===== config.mk =====
export PLATFORM = sky130hd
export DESIGN_NAME = bpfa_zero_scan
export DESIGN_NICKNAME = d
export VERILOG_FILES = /design/src/hw/rtl/bitmap_page_frame_allocator_core_defines.svh /design/src/hw/rtl/bpfa_pkg.sv /design/src/hw/rtl/bpfa_zero_scan.sv
export SDC_FILE = /design/constraint.sdc
export NUM_CORES = 1
export LEC_CHECK = 0
export BUFFER_PORTS_ARGS = -buffer_cell sky130_fd_sc_hd__buf_2
export CELL_PAD_IN_SITES_DETAIL_PLACEMENT = 0
export CELL_PAD_IN_SITES_GLOBAL_PLACEMENT = 1
export CORE_AREA = 5 5 93 95
export DETAILED_ROUTE_END_ITERATION = 16
export DIE_AREA = 0 0 98 100
export PLACE_DENSITY_LB_ADDON = 0.12
export RECOVER_POWER = 100
export SETUP_SLACK_MARGIN = 0.15
export SLEW_MARGIN = 15
export SYNTH_ARGS = -nofsm -noshare
export SYNTH_HDL_FRONTEND = slang
export SYNTH_SLANG_ARGS = --single-unit

===== constraint.sdc =====
create_clock -name vclk -period 2.71
set_input_delay 0.1355 -clock vclk [all_inputs]
set_output_delay 0.1355 -clock vclk [all_outputs]
set_load 0.01 [all_outputs]

===== src/hw/rtl/bitmap_page_frame_allocator_core_defines.svh =====
// assertion macros for the bitmap page frame allocator
// no dependencies; included by the top level
`ifndef BITMAP_PAGE_FRAME_ALLOCATOR_CORE_DEFINES_SVH
`define BITMAP_PAGE_FRAME_ALLOCATOR_CORE_DEFINES_SVH

`ifndef NO_ASSERTIONS
`define BPFA_ASSERT_ALWAYS(lbl, clk, rst_n, expr, msg) \
    lbl: assert property (@(posedge clk) disable iff (!rst_n) (expr)) else $error(msg);
`define BPFA_ASSERT_IMPLY(lbl, clk, rst_n, ante, cons, msg) \
    lbl: assert property (@(posedge clk) disable iff (!rst_n) (ante) |-> (cons)) else $error(msg);
`else
`define BPFA_ASSERT_ALWAYS(lbl, clk, rst_n, expr, msg)
`define BPFA_ASSERT_IMPLY(lbl, clk, rst_n, ante, cons, msg)
`endif

`endif


===== src/hw/rtl/bpfa_pkg.sv =====
// shared types, codes and constants of the bitmap page frame allocator
// no dependencies; imported by every module of the block
package bpfa_pkg;

    localparam int DEF_MAX_PAGES = 65536;
    localparam int DEF_WORD_BITS = 64;
    localparam int CFG_W         = 17;
    localparam int COUNT_W       = 17;
    localparam int PAGE_W        = 16;
    localparam int BLOCK_W       = 7;
    localparam int SCAN_POS_W    = 6;

    localparam logic [BLOCK_W-1:0] MAX_BLOCKS     = 7'd64;
    localparam logic [COUNT_W-1:0] COUNT_MAX      = 17'h1FFFF;
    localparam logic [CFG_W-1:0]   PAGE_COUNT_RST = 17'd65536;

    typedef enum logic [1:0] {
        ACT_ALLOC     = 2'd0,
        ACT_FREE      = 2'd1,
        ACT_LOCK      = 2'd2,
        ACT_UNRESERVE = 2'd3
    } action_t;

    typedef enum logic [1:0] {
        ST_DONE    = 2'd0,
        ST_NO_FREE = 2'd1,
        ST_RANGE   = 2'd2,
        ST_ALREADY = 2'd3
    } status_t;

    typedef enum logic [1:0] {
        S_CLEAR  = 2'd0,
        S_IDLE   = 2'd1,
        S_ALLOC  = 2'd2,
        S_MODIFY = 2'd3
    } state_t;

    // result of the first-clear search
    typedef struct packed {
        logic                  found;
        logic [SCAN_POS_W-1:0] pos;
    } bpfa_hit_t;

    function automatic logic [COUNT_W-1:0] cnt_inc(input logic [COUNT_W-1:0] v,
                                                    input logic [COUNT_W-1:0] top);
        logic [COUNT_W-1:0] r;
        r = (v >= top) ? top : COUNT_W'(v + 1'b1);
        return r;
    endfunction

    function automatic logic [COUNT_W-1:0] cnt_dec(input logic [COUNT_W-1:0] v);
        logic [COUNT_W-1:0] r;
        r = (v == '0) ? '0 : COUNT_W'(v - 1'b1);
        return r;
    endfunction

endpackage


===== src/hw/rtl/bpfa_zero_scan.sv =====
// first clear bit search over one bitmap word, at or above a bit offset
// depends on bpfa_pkg
module bpfa_zero_scan import bpfa_pkg::*;
#(
    parameter int SLICE_BITS = DEF_WORD_BITS
)
(
    input  logic [SLICE_BITS-1:0]         word,
    input  logic [$clog2(SLICE_BITS)-1:0] offset,
    output bpfa_hit_t                     hit
);

    localparam int POS_W = $clog2(SLICE_BITS);

    logic [SLICE_BITS-1:0] masked;
    logic [SLICE_BITS-1:0] inv;
    logic [SLICE_BITS-1:0] lowest;
    logic [SCAN_POS_W-1:0] pos_acc;

    // bits below the offset count as taken
    always_comb
    begin
        for (int i = 0; i < SLICE_BITS; i++)
        begin
            masked[i] = word[i] | (POS_W'(i) < offset);
        end
    end

    // isolate the lowest clear bit
    assign inv    = ~masked;
    assign lowest = inv & (~inv + 1'b1);

    always_comb
    begin
        pos_acc = '0;
        for (int i = 0; i < SLICE_BITS; i++)
        begin
            pos_acc = pos_acc | (lowest[i] ? SCAN_POS_W'(i) : '0);
        end
    end

    assign hit.found = |inv;
    assign hit.pos   = pos_acc;

endmodule


==> tab_implementation.tex, run 1 <==
\begin{tabular}{lr}
\hline
Metric & Value \\
\hline
\multicolumn{2}{l}{\textbf{Run status}} \\
Result of the run & completed \\
\multicolumn{2}{l}{\textbf{Detailed routing}} \\
Remaining routing DRC violations & 0 \\
Count of routing violations after the opening detailed-route iteration & roughly 430 \\
Post-Route WL & roughly 16000 um \\
Vias per Instance & 6.50 \\
Routed wirelength normalized by instance count & around 21 um \\
DRT antenna net count & 0 \\
Vias & roughly 4900 \\
Drt first pass iters & 7 \\
\multicolumn{2}{l}{\textbf{Finish}} \\
Antenna cells & 0 \\
Fillers & 682 \\
Share of layout cells above drive strength 1 & 49.8\% \\
Total area of sequential cells & 0 um2 \\
Number of flip-flops and latches & 0 \\
Final design instance area without fill & 5160 um2 \\
Clock buffers & 0 \\
Area grow syn2layout & 75.2\% \\
Number of nets at the end of the flow & 719 \\
Share of the core filled with cells & 67.5\% \\
\multicolumn{2}{l}{\textbf{Synth}} \\
Syn Inst Count & between 400 and 500 \\
Sequential fraction of the synthesis area & 0\% \\
Unique masters post-synth & 89 \\
Nets in the synthesized netlist & 515 \\
Synth top area cells & sky130\_fd\_sc\_hd\_\_nor2\_1 5.5\%, sky130\_fd\_sc\_hd\_\_a21oi\_1 5.3\%, sky130\_fd\_sc\_hd\_\_nor3\_1 4.2\% \\
Cell with the most instances after synthesis & sky130\_fd\_sc\_hd\_\_nor2\_1 \\
Post-synthesis average cell area & 6.62 um2 \\
Synth Cell Area & 2950 um2 \\
Synth warnings & 0 \\
Most common library cells after synthesis & 43 x sky130\_fd\_sc\_hd\_\_nor2\_1, 33 x sky130\_fd\_sc\_hd\_\_nand2\_1, 31 x sky130\_fd\_sc\_hd\_\_a21oi\_1 \\
Area share of the leading cell type in the synthesized netlist & 5.48\% \\
Dominant cell type by area after synthesis & sky130\_fd\_sc\_hd\_\_nor2\_1 \\
\multicolumn{2}{l}{\textbf{Floorplanning}} \\
Number of rows in the core area & 32 \\
Area of the core & 7650 um2 \\
Initial core utilization & 38.5\% \\
Ports placed on the boundary & 77 \\
Chip Width & 98 um \\
Chip Height & 100 um \\
Full die area & 9800 um2 \\
\multicolumn{2}{l}{\textbf{Critical path}} \\
Critical path class & in -> out \\
Critical path required time & 2570 ps \\
Type of element launching the critical path & input pin \\
Crit path DAT & 2480 ps \\
Dominant delay contributor by cell family on the critical path & simple AND/OR/NAND/NOR gates \\
CP max stage cell & sky130\_fd\_sc\_hd\_\_or3\_4 \\
Stage delay of the slowest cell on the critical path & between 400 and 500 ps \\
Number of buffers and inverters on the critical path & 6 \\
Largest fanout of any net on the critical path & 5 \\
Nature of the critical path endpoint & output pin \\
Cell chain of the critical path & buf\_6, buf\_12, a21o\_1, buf\_4, a311oi\_2, or3\_4, buf\_4, nor4\_4, and3\_4, buf\_4, o211ai\_1, nor2b\_1, nand4\_1, buf\_2 \\
Top cell by count, worst path & sky130\_fd\_sc\_hd\_\_buf\_4 \\
\multicolumn{2}{l}{\textbf{Global route}} \\
Global route total overflow & 0 \\
Global-route wire length before repair & 24600 um \\
Number of antenna violations at the first check in global routing & 0 \\
Largest net degree at the start of global routing & 21 \\
Vias in the first global route & between 4000 and 5000 \\
GRT Total Usage & 30.4\% \\
\multicolumn{2}{l}{\textbf{Place}} \\
Global placement routability congestion & 1.08 \\
HPWL reported at the end of detailed placement & 12400 um \\
Post-Place Worst Slack & -178 ps \\
Placed inst area & approximately 4300 um2 \\
Number of buffers added on ports & 77 \\
\multicolumn{2}{l}{\textbf{Timing}} \\
Clock period minus worst slack & 2620 ps \\
RSZ-0062 raised after global routing & yes \\
Hold Violations, Final & 0 \\
Fraction of the cycle the final worst path needs & a little under 100\% \\
Count of final max-slew check failures & 0 \\
Setup violation total in the final timing report & 0 \\
Transition time at the pin with the least slew margin & roughly 630 ps \\
Peak Freq & around 380 MHz \\
Hold slack final & about 560 ps \\
Smallest setup slack after layout & around 95 ps \\
Worst slew margin relative to its limit & 57.3\% \\
Total negative slack & 0 ps \\
\multicolumn{2}{l}{\textbf{Pwr}} \\
Pwr per Cell Area & 177 nW/um2 \\
Worst vdd ir & 0.111 mV \\
Leak pwr & 2.18 nW \\
\multicolumn{2}{l}{\textbf{Job}} \\
Count of maximum capacitance violations & 0 \\
\multicolumn{2}{l}{\textbf{Min path}} \\
Min-Delay Path Class & in -> out \\
\multicolumn{2}{l}{\textbf{Clock tree}} \\
Hold buffer count at cts & 0 \\
\hline
\end{tabular}
metrics by stage:
step	power, mW	std cells
after CTS	0.838	737
after global placement	0.735	719
after detailed placement	0.738	719
after global routing	0.971	749
after floorplan	0.392	445
final	0.915	749
timing repair:
action,4_1_cts,5_1_grt
gates cloned,3,3
resized for setup,79,30
pin swaps,37,25
hold endpoints to repair,0,0
endpoints found under the setup margin,7,7
buffers inserted,15,9
final cells by class:
cell class | count | area [um2] | area share (%)
Multi-Input combinational cell | 396 | 3040 | 58.9
Tap cell | 102 | 128 | 2.47
Inverter | 11 | 41.3 | 0.800
Timing Repair Buffer | 240 | 1950 | 37.8
logic make-up after synthesis:
logic type      after synthesis  synth area share [%]
simple gates                213                  41.6
mux                           2                 0.679
fa+ha+maj                     2                 0.679
compound gates              179                  47.1
buf+inv                      49                  9.89
final timing paths:
kind	slack (ps)	depth (start not counted)	to	startpoint
max	90	14	hit[2]	offset[4]
min	560	3	hit[6]	word[63]
layout by cell type, fill, tap and decap left out, types with 10 or more instances in the layout:
| master | instances |
|---|---|
| sky130_fd_sc_hd__buf_4 | 134 |
| sky130_fd_sc_hd__buf_2 | 72 |
| sky130_fd_sc_hd__nor2_1 | 41 |
| sky130_fd_sc_hd__nand2_1 | 32 |
| sky130_fd_sc_hd__a21oi_1 | 28 |
| sky130_fd_sc_hd__nor3_1 | 22 |
| sky130_fd_sc_hd__nand4_1 | 17 |
| sky130_fd_sc_hd__o21ai_0 | 16 |
| sky130_fd_sc_hd__buf_6 | 14 |
| sky130_fd_sc_hd__nand3_1 | 13 |
| sky130_fd_sc_hd__inv_1 | 11 |
| sky130_fd_sc_hd__buf_12 | 11 |
| sky130_fd_sc_hd__o22ai_1 | 10 |
power breakdown:
| part | internal, mW | leakage (nW) | switching, mW |
|---|---|---|---|
| Combinational | 0.440 | 2.18 | 0.475 |
| Clock | 0 | 0 | 0 |
| Sequential | 0 | 0 | 0 |
per-layer routing:
| metal | vias to the layer above | global-route usage (%) | part of all wire, % |
|---|---|---|---|
| met5 | - | 0 | 0 |
| met4 | 0 | 14.6 | 6.0 |
| met3 | 64 | 3.75 | 7.8 |
| met2 | 280 | 50.2 | 45 |
| met1 | 2303 | 39.3 | 41 |
| li1 | 2221 | - | - |
No activity file was read; power rests on OpenSTA's default activity.
==> inputs of run 2 (changes only) <==
--- a/config.mk
+++ b/config.mk
@@ -8,9 +8,9 @@
 export BUFFER_PORTS_ARGS = -buffer_cell sky130_fd_sc_hd__buf_2
 export CELL_PAD_IN_SITES_DETAIL_PLACEMENT = 0
 export CELL_PAD_IN_SITES_GLOBAL_PLACEMENT = 1
-export CORE_AREA = 5 5 93 95
+export CORE_AREA = 2 2 90 92
 export DETAILED_ROUTE_END_ITERATION = 16
-export DIE_AREA = 0 0 98 100
+export DIE_AREA = 0 0 92 94
 export PLACE_DENSITY_LB_ADDON = 0.12
 export RECOVER_POWER = 100
 export SETUP_SLACK_MARGIN = 0.15
==> tab_implementation.tex, run 2 (synthesized netlist as in run 1, its figures left out) <==
\begin{tabular}{lr}
\hline
Metric & Value \\
\hline
\multicolumn{2}{l}{\textbf{Floorplanning}} \\
Area of the core & 7610 um2 \\
Ports placed on the boundary & 77 \\
Full die area & 8650 um2 \\
Initial core utilization & approximately 39\% \\
Number of rows in the core area & 32 \\
Chip Height & 94 um \\
Chip Width & 92 um \\
\multicolumn{2}{l}{\textbf{Detailed routing}} \\
Routed wirelength normalized by instance count & 21.7 um \\
Met3 WL & between 1000 and 1500 um \\
Vias & between 4000 and 5000 \\
Top routing layer used & met4 \\
Routed metal-1 wire length & 6760 um \\
Count of routing violations after the opening detailed-route iteration & 368 \\
DRT antenna net count & 0 \\
Vias per Instance & 6.44 \\
Post-Route WL & 16400 um \\
Detail Route met2 WL & 7760 um \\
Drt first pass iters & 5 \\
Remaining routing DRC violations & 0 \\
\multicolumn{2}{l}{\textbf{Timing}} \\
Transition time at the pin with the least slew margin & $\sim$610 ps \\
Smallest setup slack after layout & 37.4 ps \\
Peak Freq & 374 MHz \\
Clock period minus worst slack & 2670 ps \\
Hold Violations, Final & 0 \\
Setup violation total in the final timing report & 0 \\
Worst slew margin relative to its limit & 58.9\% \\
Fraction of the cycle the final worst path needs & 98.6\% \\
RSZ-0062 raised after global routing & yes \\
Count of final max-slew check failures & 0 \\
\multicolumn{2}{l}{\textbf{Min path}} \\
Min-Delay Path Class & in -> out \\
Hold path startpoint & word[63] \\
WHS Path Cells & 3 \\
Capture endpoint of the worst hold path & hit[6] \\
\multicolumn{2}{l}{\textbf{Pwr}} \\
Worst vdd ir & 0.0930 mV \\
Switching Share & 52.5\% \\
Register share of total power & 0\% \\
Leak pwr & around 2.2 nW \\
Sum of internal, switching and leakage power & between 0.9 and 1 mW \\
Pwr per Cell Area & 181 nW/um2 \\
Clock network power share & 0\% \\
Combinational group share of total power & 100.0\% \\
Net switching power of the design & 0.507 mW \\
Internal Pwr Total & between 0.4 and 0.5 mW \\
\multicolumn{2}{l}{\textbf{Finish}} \\
Clock buffers & 0 \\
Most frequent cells in the layout & 145 x sky130\_fd\_sc\_hd\_\_buf\_4, 71 x sky130\_fd\_sc\_hd\_\_buf\_2, 40 x sky130\_fd\_sc\_hd\_\_nor2\_1 \\
Area grow syn2layout & 81.3\% \\
Most common cell after layout, fill and taps aside & sky130\_fd\_sc\_hd\_\_buf\_4 \\
Share of layout cells above drive strength 1 & 53.8\% \\
Antenna cells & 0 \\
Number of nets at the end of the flow & 728 \\
Footprint of the multi-input gates & 3200 um2 \\
Fillers & 643 \\
Number of flip-flops and latches & 0 \\
Total area of sequential cells & 0 um2 \\
\multicolumn{2}{l}{\textbf{Critical path}} \\
Critical path class & in -> out \\
Crit path DAT & 2540 ps \\
Largest fanout of any net on the critical path & 6 \\
Nature of the critical path endpoint & output pin \\
Type of element launching the critical path & input pin \\
Critical path required time & approximately 2600 ps \\
\multicolumn{2}{l}{\textbf{Clock tree}} \\
Hold buffer count at cts & 0 \\
\multicolumn{2}{l}{\textbf{Place}} \\
HPWL reported at the end of detailed placement & 12100 um \\
Number of buffers added on ports & 77 \\
Global placement routability congestion & 1.04 \\
Post-Place Worst Slack & -236 ps \\
\multicolumn{2}{l}{\textbf{Global route}} \\
Number of antenna violations at the first check in global routing & 0 \\
GRT Total Usage & 37.2\% \\
Vias in the first global route & 4736 \\
Global-route wire length before repair & 25400 um \\
Largest net degree at the start of global routing & 19 \\
Global route total overflow & 0 \\
\multicolumn{2}{l}{\textbf{Job}} \\
Count of maximum capacitance violations & 0 \\
\multicolumn{2}{l}{\textbf{Run status}} \\
Result of the run & completed \\
\hline
\end{tabular}
[run 2: changes by cell type in the layout (fill, tap and decap cells not counted), sizes merged]
cell and change:
buf +12, clkbuf -3
[run 2: cell type report]
type	instances	area share (%)
multi-input cells	396	59.8
inverters	11	0.773
repair buffers	249	37.0
well taps	102	2.39
[run 2: power groups by stage]
stage	Sequential, mW	Clock, mW	Combinational (mW)
detailed placement	0	0	0.741
finish	0	0	0.966
global route	0	0	1.02
CTS	0	0	0.866
floorplan	0	0	0.392
global placement	0	0	0.743
[run 2: through the flow]
step                      TNS (ps)  cells  area [um2]  hold WS, ps  util (%)
after floorplan                  0    445        2950          363         -
after global placement       -1240    713        4250          548      55.9
after detailed placement     -1030    713        4250          553      55.9
after CTS                        0    745        4910          553      64.6
after global routing          -213    758        5340          573      70.2
final                            0    758        5340          553      70.2
[run 2: routing by layer]
metal | vias up | track usage (%)
met5 | - | 0
li1 | 2234 | -
met1 | 2307 | 46.2
met2 | 281 | 65.6
met4 | 0 | 13.1
met3 | 57 | 5.06
[run 2: how the worst max path moves through the flow]
stage                         start     end  slack, ps
after floorplan           offset[2]  hit[4]        330
after global placement    offset[1]  hit[2]       -260
after detailed placement  offset[1]  hit[3]       -240
after CTS                 offset[1]  hit[3]         80
after global routing      offset[1]  hit[5]        -70
final                     offset[3]  hit[3]         40
[run 2: repair_timing]
item                                    in CTS  in global routing
setup buffers                               30                 13
endpoints found under the setup margin       7                  6
gates cloned                                 2                  0
pin swaps                                   33                 30
resized for setup                           87                 61
[run 2: critical path: stages]
cell,delay (ps)
sky130_fd_sc_hd__buf_12,120
sky130_fd_sc_hd__buf_12,130
sky130_fd_sc_hd__o311a_1,350
sky130_fd_sc_hd__o2111a_1,290
sky130_fd_sc_hd__o22ai_4,260
sky130_fd_sc_hd__nor4_2,100
sky130_fd_sc_hd__buf_4,140
sky130_fd_sc_hd__and4_4,190
sky130_fd_sc_hd__a211o_1,350
sky130_fd_sc_hd__nor3_1,160
sky130_fd_sc_hd__nand4_1,140
sky130_fd_sc_hd__buf_2,160
